[config.mk]
export PLATFORM = sky130hd
export DESIGN_NAME = json_token_scanner_flat
export DESIGN_NICKNAME = d
export VERILOG_FILES = /design/src/rtl/jts_pkg.sv /design/src/rtl/jts_if.sv /design/src/rtl/jts_dp.sv /design/src/rtl/jts_ctrl.sv /design/src/rtl/json_token_scanner.sv /design/src/flat_wrapper.sv
export SDC_FILE = /design/constraint.sdc
export NUM_CORES = 1
export LEC_CHECK = 0
export BUFFER_PORTS_ARGS = -buffer_cell sky130_fd_sc_hd__buf_2
export CORE_UTILIZATION = 53
export CTS_CLUSTER_DIAMETER = 150
export DETAILED_ROUTE_END_ITERATION = 8
export MAX_ROUTING_LAYER = met4
export PLACE_DENSITY = 0.76
export REMOVE_ABC_BUFFERS = 1
export SLEW_MARGIN = 30
export SYNTH_ARGS = -nofsm -noshare
export SYNTH_HDL_FRONTEND = slang
export SYNTH_SLANG_ARGS = --single-unit
[constraint.sdc]
create_clock -name clk -period 3.1 [get_ports clk]
set_input_delay 0.155 -clock clk [delete_from_list [all_inputs] [get_ports clk]]
set_output_delay 0.155 -clock clk [all_outputs]
set_load 0.01 [all_outputs]
[src/rtl/jts_pkg.sv]
// Shared types, token kind codes and keyword tables for the JSON token scanner.
package jts_pkg;

	typedef enum logic [3:0] {
		KIND_LBRACE   = 4'd0,
		KIND_RBRACE   = 4'd1,
		KIND_LBRACKET = 4'd2,
		KIND_RBRACKET = 4'd3,
		KIND_COLON    = 4'd4,
		KIND_COMMA    = 4'd5,
		KIND_TRUE     = 4'd6,
		KIND_FALSE    = 4'd7,
		KIND_NULL     = 4'd8,
		KIND_STRING   = 4'd9,
		KIND_INT      = 4'd10,
		KIND_DOUBLE   = 4'd11,
		KIND_ERROR    = 4'd12,
		KIND_END      = 4'd13
	} kind_t;

	// kind field of a result that carries a value character
	localparam logic [3:0] KIND_NONE = 4'd0;

	localparam logic [1:0] KW_TRUE  = 2'd0;
	localparam logic [1:0] KW_FALSE = 2'd1;
	localparam logic [1:0] KW_NULL  = 2'd2;

	// controller -> datapath
	typedef struct packed {
		logic load;   // capture the incoming byte
		logic step;   // commit one processing step of the held byte
		logic flush;  // keyword error flush in progress
	} jts_cmd_t;

	// datapath -> controller, describes the step pending on the held byte
	typedef struct packed {
		logic emit;        // step produces a result
		logic done;        // step finishes the held byte
		logic flush_next;  // more keyword errors follow
	} jts_status_t;

	function automatic logic [2:0] kw_len(input logic [1:0] id);
		case (id)
			KW_FALSE: kw_len = 3'd5;
			default:  kw_len = 3'd4;
		endcase
	endfunction

	function automatic logic [3:0] kw_kind(input logic [1:0] id);
		case (id)
			KW_TRUE:  kw_kind = KIND_TRUE;
			KW_FALSE: kw_kind = KIND_FALSE;
			default:  kw_kind = KIND_NULL;
		endcase
	endfunction

	function automatic logic [7:0] kw_char(input logic [1:0] id, input logic [2:0] idx);
		logic [39:0] word;
		case (id)
			KW_TRUE:  word = {"true", 8'h00};
			KW_FALSE: word = "false";
			default:  word = {"null", 8'h00};
		endcase
		case (idx)
			3'd0:    kw_char = word[39:32];
			3'd1:    kw_char = word[31:24];
			3'd2:    kw_char = word[23:16];
			3'd3:    kw_char = word[15:8];
			3'd4:    kw_char = word[7:0];
			default: kw_char = 8'h00;
		endcase
	endfunction

endpackage

[src/rtl/jts_if.sv]
// Valid/ready channel interfaces: text bytes in, token results out.
interface jts_byte_if;
	logic       valid;
	logic       ready;
	logic [7:0] text_byte;

	modport source (output valid, output text_byte, input ready);
	modport sink (input valid, input text_byte, output ready);
endinterface

interface jts_token_if;
	logic       valid;
	logic       ready;
	logic [3:0] token_kind;
	logic       token_done;
	logic       char_valid;
	logic [7:0] value_char;
	logic       last;

	modport source (output valid, output token_kind, output token_done, output char_valid,
		output value_char, output last, input ready);
	modport sink (input valid, input token_kind, input token_done, input char_valid,
		input value_char, input last, output ready);
endinterface

[src/rtl/jts_dp.sv]
// Scanner datapath: held byte, scan state, step decode and output result register.
module jts_dp
	import jts_pkg::*;
(
	input  logic        clk,
	input  logic        arst_n,
	input  jts_cmd_t    cmd,
	input  logic [7:0]  text_byte,
	output jts_status_t st,
	output logic [3:0]  token_kind,
	output logic        token_done,
	output logic        char_valid,
	output logic [7:0]  value_char,
	output logic        last
);

	typedef enum logic [1:0] {
		MODE_IDLE    = 2'd0,
		MODE_KEYWORD = 2'd1,
		MODE_STRING  = 2'd2,
		MODE_NUMBER  = 2'd3
	} mode_t;

	logic [7:0] byte_q;
	mode_t      mode_q;
	logic [1:0] kwid_q;
	logic [2:0] kwm_q;
	logic       frac_q;

	logic [3:0] token_kind_q;
	logic       token_done_q;
	logic       char_valid_q;
	logic [7:0] value_char_q;
	logic       last_q;

	// decode of the held byte as seen between tokens
	logic       idle_emit;
	logic [3:0] idle_kind;
	logic       idle_cv;
	mode_t      idle_mode;
	logic [1:0] idle_kwid;
	logic [2:0] idle_kwm;
	logic       idle_frac;

	// pending step
	logic       emit;
	logic       done;
	logic       flush_next;
	logic [3:0] kind;
	logic       cv;
	logic       res_last;
	mode_t      mode_d;
	logic [1:0] kwid_d;
	logic [2:0] kwm_d;
	logic       frac_d;

	logic [2:0] kwm_inc;
	logic       kw_match;
	logic       num_char;

	assign kwm_inc  = kwm_q + 3'd1;
	assign kw_match = (kwm_q < kw_len(kwid_q)) && (byte_q == kw_char(kwid_q, kwm_q));
	assign num_char = byte_q inside {["0":"9"], ".", "e", "E", "+", "-"};

	always_comb begin
		idle_emit = 1'b1;
		idle_kind = KIND_ERROR;
		idle_cv   = 1'b0;
		idle_mode = MODE_IDLE;
		idle_kwid = kwid_q;
		idle_kwm  = 3'd0;
		idle_frac = frac_q;
		case (byte_q) inside
			8'h00: idle_kind = KIND_END;
			8'h20, 8'h09, 8'h0a, 8'h0b, 8'h0c, 8'h0d: idle_emit = 1'b0;
			"{": idle_kind = KIND_LBRACE;
			"}": idle_kind = KIND_RBRACE;
			"[": idle_kind = KIND_LBRACKET;
			"]": idle_kind = KIND_RBRACKET;
			":": idle_kind = KIND_COLON;
			",": idle_kind = KIND_COMMA;
			"t", "f", "n": begin
				idle_emit = 1'b0;
				idle_mode = MODE_KEYWORD;
				idle_kwm  = 3'd1;
				idle_kwid = (byte_q == "t") ? KW_TRUE : ((byte_q == "f") ? KW_FALSE : KW_NULL);
			end
			8'h22: begin
				idle_emit = 1'b0;
				idle_mode = MODE_STRING;
			end
			["0":"9"], "-": begin
				idle_kind = KIND_NONE;
				idle_cv   = 1'b1;
				idle_mode = MODE_NUMBER;
				idle_frac = 1'b0;
			end
			default: idle_kind = KIND_ERROR;
		endcase
	end

	always_comb begin
		emit       = 1'b0;
		done       = 1'b1;
		flush_next = 1'b0;
		kind       = KIND_NONE;
		cv         = 1'b0;
		res_last   = 1'b0;
		mode_d     = mode_q;
		kwid_d     = kwid_q;
		kwm_d      = kwm_q;
		frac_d     = frac_q;
		case (mode_q)
			MODE_KEYWORD: begin
				if (!cmd.flush && kw_match) begin
					if (kwm_inc == kw_len(kwid_q)) begin
						emit     = 1'b1;
						kind     = kw_kind(kwid_q);
						res_last = 1'b1;
						mode_d   = MODE_IDLE;
						kwm_d    = 3'd0;
					end else begin
						kwm_d = kwm_inc;
					end
				end else begin
					// one error per keyword byte taken, then redo this byte from idle
					emit  = 1'b1;
					kind  = KIND_ERROR;
					done  = 1'b0;
					kwm_d = kwm_q - 3'd1;
					if (kwm_q <= 3'd1) begin
						mode_d   = MODE_IDLE;
						kwm_d    = 3'd0;
						res_last = !idle_emit;
					end else begin
						flush_next = 1'b1;
					end
				end
			end
			MODE_STRING: begin
				emit = 1'b1;
				if (byte_q == 8'h22) begin
					kind     = KIND_STRING;
					res_last = 1'b1;
					mode_d   = MODE_IDLE;
				end else if (byte_q == 8'h00) begin
					// error now; the idle pass over the same byte gives end
					kind   = KIND_ERROR;
					done   = 1'b0;
					mode_d = MODE_IDLE;
				end else begin
					cv       = 1'b1;
					res_last = 1'b1;
				end
			end
			MODE_NUMBER: begin
				emit = 1'b1;
				if (num_char) begin
					cv       = 1'b1;
					res_last = 1'b1;
					if (byte_q == "." || byte_q == "e" || byte_q == "E")
						frac_d = 1'b1;
				end else begin
					kind     = frac_q ? KIND_DOUBLE : KIND_INT;
					done     = 1'b0;
					res_last = !idle_emit;
					mode_d   = MODE_IDLE;
					frac_d   = 1'b0;
				end
			end
			default: begin
				emit     = idle_emit;
				kind     = idle_kind;
				cv       = idle_cv;
				res_last = idle_emit;
				mode_d   = idle_mode;
				kwid_d   = idle_kwid;
				kwm_d    = idle_kwm;
				frac_d   = idle_frac;
			end
		endcase
	end

	assign st.emit       = emit;
	assign st.done       = done;
	assign st.flush_next = flush_next;

	always_ff @(posedge clk) begin
		if (cmd.load)
			byte_q <= text_byte;
		if (cmd.step && emit) begin
			token_kind_q <= kind;
			token_done_q <= !cv;
			char_valid_q <= cv;
			value_char_q <= cv ? byte_q : 8'h00;
			last_q       <= res_last;
		end
	end

	always_ff @(posedge clk or negedge arst_n) begin
		if (!arst_n) begin
			mode_q <= MODE_IDLE;
			kwid_q <= KW_TRUE;
			kwm_q  <= 3'd0;
			frac_q <= 1'b0;
		end else if (cmd.step) begin
			mode_q <= mode_d;
			kwid_q <= kwid_d;
			kwm_q  <= kwm_d;
			frac_q <= frac_d;
		end
	end

	assign token_kind = token_kind_q;
	assign token_done = token_done_q;
	assign char_valid = char_valid_q;
	assign value_char = value_char_q;
	assign last       = last_q;

endmodule

[src/rtl/jts_ctrl.sv]
// Scanner controller: byte holding, keyword error flush and output register occupancy.
module jts_ctrl
	import jts_pkg::*;
(
	input  logic        clk,
	input  logic        arst_n,
	input  logic        in_valid,
	output logic        in_ready,
	output logic        out_valid,
	input  logic        out_ready,
	input  jts_status_t st,
	output jts_cmd_t    cmd
);

	typedef enum logic [1:0] {
		C_EMPTY = 2'd0,
		C_HOLD  = 2'd1,
		C_FLUSH = 2'd2
	} ctrl_state_t;

	ctrl_state_t state_q;
	ctrl_state_t state_d;
	logic        out_valid_q;
	logic        out_valid_d;
	logic        out_free;
	logic        advance;
	logic        load;

	assign out_free = !out_valid_q || out_ready;
	// a step that produces no result never waits on the output side
	assign advance  = (state_q != C_EMPTY) && (!st.emit || out_free);
	assign in_ready = (state_q == C_EMPTY) || (advance && st.done);
	assign load     = in_valid && in_ready;

	assign cmd.load  = load;
	assign cmd.step  = advance;
	assign cmd.flush = (state_q == C_FLUSH);

	always_comb begin
		state_d = state_q;
		if (advance) begin
			if (st.flush_next)
				state_d = C_FLUSH;
			else if (st.done)
				state_d = load ? C_HOLD : C_EMPTY;
			else
				state_d = C_HOLD;
		end else if (state_q == C_EMPTY && load) begin
			state_d = C_HOLD;
		end

		if (advance && st.emit)
			out_valid_d = 1'b1;
		else if (out_ready)
			out_valid_d = 1'b0;
		else
			out_valid_d = out_valid_q;
	end

	always_ff @(posedge clk or negedge arst_n) begin
		if (!arst_n) begin
			state_q     <= C_EMPTY;
			out_valid_q <= 1'b0;
		end else begin
			state_q     <= state_d;
			out_valid_q <= out_valid_d;
		end
	end

	assign out_valid = out_valid_q;

	a_no_accept_in_flush: assert property (@(posedge clk) disable iff (!arst_n)
		state_q == C_FLUSH |-> !in_ready)
		else $error("byte accepted during keyword error flush");

	a_no_overwrite: assert property (@(posedge clk) disable iff (!arst_n)
		out_valid_q && !out_ready |-> !(cmd.step && st.emit))
		else $error("pending result overwritten");

	a_flush_exit: assert property (@(posedge clk) disable iff (!arst_n)
		state_q == C_FLUSH && advance && !st.flush_next |=> state_q == C_HOLD)
		else $error("flush did not return to reprocess the held byte");

	a_status_consistent: assert property (@(posedge clk) disable iff (!arst_n)
		state_q != C_EMPTY && st.flush_next |-> st.emit && !st.done)
		else $error("flush step must emit an error and keep the byte");

endmodule

[src/rtl/json_token_scanner.sv]
// JSON token scanner: streams text bytes in and emits token and value-character results.
//
// Channel text carries one text byte per transaction; byte 0 ends the text.
// Channel token carries results: structural tokens, keywords, string and number
// characters (char_valid) followed by a closing result with token_done and
// token_kind, errors and end. last marks the final result caused by one byte;
// a byte may cause no result at all (whitespace, opening quote, keyword bytes).
// Throughput: each result that a held byte causes takes its own step, and
// a byte with at most one result leaves room for the next byte in the same
// cycle, so plain text runs at one byte per cycle while the receiver keeps up.
// A keyword that fails after k bytes gives k errors and then redoes the
// failing byte from idle; a number closed by a following byte, or a string
// cut off by end of text, gives its result first, then redoes the byte from idle.
// A byte is held in a register, and its results go to the output register.
// A single output register sits between the scanner and token; when the
// receiver stalls, that register holds and text.ready drops once the next
// result has nowhere to go. Reset clears the scan state to between tokens and
// empties both the held byte and the output register.
module json_token_scanner
	import jts_pkg::*;
(
	input logic          clk,
	input logic          arst_n,
	jts_byte_if.sink     text,
	jts_token_if.source  token
);

	jts_cmd_t    cmd;
	jts_status_t st;

	jts_ctrl u_ctrl (
		.clk       (clk),
		.arst_n    (arst_n),
		.in_valid  (text.valid),
		.in_ready  (text.ready),
		.out_valid (token.valid),
		.out_ready (token.ready),
		.st        (st),
		.cmd       (cmd)
	);

	jts_dp u_dp (
		.clk        (clk),
		.arst_n     (arst_n),
		.cmd        (cmd),
		.text_byte  (text.text_byte),
		.st         (st),
		.token_kind (token.token_kind),
		.token_done (token.token_done),
		.char_valid (token.char_valid),
		.value_char (token.value_char),
		.last       (token.last)
	);

endmodule
[src/flat_wrapper.sv]
// flat-port wrapper written by rule: the top's interface ports become plain ports
module json_token_scanner_flat import jts_pkg::*;
  (clk, arst_n, text_valid, text_text_byte, text_ready, token_valid, token_token_kind, token_token_done, token_char_valid, token_value_char, token_last, token_ready);
  jts_byte_if text_i ();
  jts_token_if token_i ();
  input logic clk;
  input logic arst_n;
  input wire logic [$bits(text_i.valid)-1:0] text_valid;
  input wire logic [$bits(text_i.text_byte)-1:0] text_text_byte;
  output wire logic [$bits(text_i.ready)-1:0] text_ready;
  output wire logic [$bits(token_i.valid)-1:0] token_valid;
  output wire logic [$bits(token_i.token_kind)-1:0] token_token_kind;
  output wire logic [$bits(token_i.token_done)-1:0] token_token_done;
  output wire logic [$bits(token_i.char_valid)-1:0] token_char_valid;
  output wire logic [$bits(token_i.value_char)-1:0] token_value_char;
  output wire logic [$bits(token_i.last)-1:0] token_last;
  input wire logic [$bits(token_i.ready)-1:0] token_ready;
  assign text_i.valid = text_valid;
  assign text_i.text_byte = text_text_byte;
  assign text_ready = text_i.ready;
  assign token_valid = token_i.valid;
  assign token_token_kind = token_i.token_kind;
  assign token_token_done = token_i.token_done;
  assign token_char_valid = token_i.char_valid;
  assign token_value_char = token_i.value_char;
  assign token_last = token_i.last;
  assign token_i.ready = token_ready;
  json_token_scanner u_core (.clk(clk), .arst_n(arst_n), .text(text_i), .token(token_i));
endmodule
==> out/metrics.cfg <==
[synthesis]
synth_flop_cell=edfxtp_1
ys_types=69
syn-cell-area_sq_um=2613
synth-edff-count=23
synth_sequential_area_ratio_pct=36.97
yosysTopAreaCellShare_pct=26.44
synth_seq_cells=34
async_flop_share_pct=32.35
yosysTopAreaCell=edfxtp_1
syn-instance-count=290
syn_avg_cell_area_sq_um=9.009
ys_top_cells_by_area=edfxtp_1 26%, dfrtp_1 11%, ha_1 5.7%, a21oi_1 3.3%, nor2_1 3.2%
yosysWarnings=0

[placed_design]
io_buffers=28
dpl_worst_slack_ns=-0.1340
dpl.hpwl_mm=4.830
dp_cells=406
placed_area_sq_um=3059
gp_congestion=0.9216

[clock_tree]
clock_path_buffers=2
root_buffer=clkbuf_8
cts.reportedPaths.clkPinSlew_ns=0.08
cts_buffers=5
cts.sinks=34
cts_tree=done
htree_levels=2
clk_latency_ns=0.29

[timing]
max_freq_mhz=317.6
slew_violations=0
finalCritPeriodShare_pct=101.6
rsz0062_at_grt=yes
fin_skew_ns=0.01309
max_slew.worst_pin.slew_ns=0.5979
relSlewSlack_pct=59.62
fin_ws_ns=-0.04864
period_minus_slack_ns=3.149
hold_violations=0
finalSetupViolCount=26

[cells_and_area]
stdcell_count=425
antenna_cells=0
fillCellCount=338
fin_nets=381
seq_area_sq_um=965.9
post-route-util_pct=71.21
syn_to_final_growth_pct=28.74
multi_input_area_sq_um=1627
stdcell_area_sq_um=3363
drive_gt1_share_pct=30.17

[route]
first_pass_iters=4
post-route-drc-count=0
wl_mm=6.721
wire_per_inst_microns=15.81
drtIter0Drc=200
ant_nets=0
viasPerCell=5.885
num_vias=2501

[worst_setup_path]
end_kind=flip-flop
required_ns=3.27
cp.arrival_ns=3.31
reg2regPathDepth=14
cp_max_fo=7
rr_startpoint=u_core.u_dp.kwm_q[0]
crit_type=reg2reg
reg2reg_to=u_core.u_dp.mode_q[1]
rrSetupSlack_ns=-0.05
crit_end=u_core.u_dp.mode_q[1]
cp-start-kind=flip-flop
critPathLaunch=u_core.u_dp.kwm_q[0]

[floorplanning]
die_y_microns=72.21
coreArea_sq_um=4723
fp-row-count=25
fp.dieW_microns=72.21
die_area_sq_um=5214
io_pins=29
initial_utilization_pct=55.31

[global_routing]
grt_max_degree=18
grt-ovfl-total=0
first_global_vias=2319
grt_usage_pct=26.96
antenna_found_initial=0
grt_pass1_wl_mm=10.59

[status]
outcome=complete, but fails checks
violations=setup timing

[pwr]
ir_drop_mv=0.2761
pwr_density_cell_nw_per_um2=734.7
total_leakage_power_uw=0.001385

[run]
drv_cap=0

[hold_path]
min_path_type=in2reg

[worst max-delay path, cell delays in order, from the launching register on]
cell,delay (ns)
dfrtp_1,0.42
ha_2,0.24
ha_4,0.14
nor2_1,0.04
a211oi_2,0.29
buf_4,0.17
o21ai_0,0.09
a21oi_1,0.15
o21ai_1,0.12
a2111oi_4,0.42
buf_6,0.18
o2bb2ai_2,0.16
buf_4,0.17
nand3_2,0.08
mux2_1,0.34
[kinds of logic (layout without fill, tap and decap cells)]
logic type                 Yosys count  in the layout  share of synthesized area (%)
AOI/OAI and AO/OA                   87             87                          23.85
and+or+nand+nor                    114            114                          24.38
muxes                                6              6                          2.682
buffers and inverters               34            102                          5.364
xor gates and xnor gates             3              3                          1.006
DFF                                 34             34                          36.97
adders and majority gates           12             12                          5.747
[registers in the layout, indices dropped and copies added (netlist names)]
register	cells
u_core.u_ctrl.out_valid	1
u_core.u_ctrl.state_q	2
u_core.u_dp.byte_q	8
u_core.u_dp.char_valid	1
u_core.u_dp.frac_q	1
u_core.u_dp.kwid_q	2
u_core.u_dp.kwm_q	3
u_core.u_dp.last	1
u_core.u_dp.mode_q	2
u_core.u_dp.token_done	1
u_core.u_dp.token_kind	4
u_core.u_dp.value_char	8
[cells in the mapped netlist, types with 8 or more instances]
| cell type | number |
|---|---|
| inv_1 | 18 |
| or3_1 | 10 |
| dfrtp_1 | 11 |
| nor3_1 | 10 |
| ha_1 | 12 |
| nor2b_1 | 8 |
| nor2_1 | 22 |
| o21ai_0 | 15 |
| nand2_1 | 17 |
| edfxtp_1 | 23 |
| clkbuf_1 | 8 |
| a21oi_1 | 17 |
[where the power goes]
part | internal, uW | total (uW) | switching (uW) | leakage (uW)
combinational | 590 | 1330 | 743 | 0.000975
clock | 179 | 341 | 162 | 0.0000482
sequential | 702 | 796 | 94.2 | 0.000362
total | 1470 | 2470 | 1000 | 0.00138
[repair_timing]
action / 4_1_cts / 5_1_grt
pin swaps: 3 / 7
setup endpoints to repair: 32 / 34
hold buffers: 1 / 0
endpoints found under the hold margin: 11 / 0
setup buffers: 3 / 7
resized for setup: 8 / 15
[routing by layer]
| metal | track usage [%] | routed length, microns | vias up |
|---|---|---|---|
| met1 | 33.22 | 2872 | 1158 |
| li1 | - | - | 1229 |
| met2 | 43.72 | 3262 | 94 |
| met3 | 5.139 | 386 | 20 |
| met5 | - | 0 | - |
| met4 | 10.68 | 200 | 0 |
[worst min-delay path by stage]
stage                 startpoint                 endpoint  slack, ns  cells after the start
5_1_grt        text_text_byte[4]    u_core.u_dp.byte_q[4]       0.04                      1
3_3_place_gp              arst_n    u_core.u_dp.mode_q[1]       0.05                      1
6_report       text_text_byte[4]    u_core.u_dp.byte_q[4]       0.05                      1
3_5_place_dp              arst_n    u_core.u_dp.mode_q[1]       0.05                      1
4_1_cts        text_text_byte[2]    u_core.u_dp.byte_q[2]       0.04                      1
2_1_floorplan             arst_n  u_core.u_ctrl.out_valid      -0.14                      0
[layout make-up]
| type | count | share of cell area, % |
|---|---|---|
| sequential | 34 | 28.72 |
| tap | 67 | 2.493 |
| inverter | 20 | 2.232 |
| clock buffer | 7 | 2.567 |
| timing repair buffer | 74 | 15.48 |
| clock inverter | 1 | 0.1488 |
| multi-input combinational | 222 | 48.36 |
[cell usage in the layout, fill, tap and decap left out, types with 3 or more instances in the layout]
cell	Yosys	routed
a211oi_1	3	3
a21o_1	4	4
a21oi_1	17	17
a31oi_1	4	4
a32oi_1	3	3
and2_1	5	4
and3_1	3	3
buf_2	4	28
buf_4	2	41
clkbuf_8	0	6
dfrtp_1	11	11
edfxtp_1	23	23
ha_1	12	7
ha_4	0	4
inv_1	18	16
inv_2	2	4
mux2_1	3	3
nand2_1	17	17
nand2b_1	6	5
nand3_1	7	7
nand3b_1	3	3
nor2_1	22	22
nor2b_1	8	8
nor3_1	10	9
nor3b_1	3	3
nor4_1	3	3
o21ai_0	15	15
o21ai_1	6	6
o21bai_1	4	4
or3_1	10	10
or4_1	3	3
xnor2_1	3	3
[per-stage QoR]
stage / hold WS (ns) / TNS [ns] / power, uW
global route: 0.03841 / -2.496 / 2610
detailed placement: 0.05241 / -3.286 / 2017
global placement: 0.04773 / 0 / 1995
floorplan: -0.1406 / -7.438 / 1541
CTS: 0.04403 / 0 / 2389
finish: 0.04706 / -0.7538 / 2471
(Power assumes the default switching activity.)
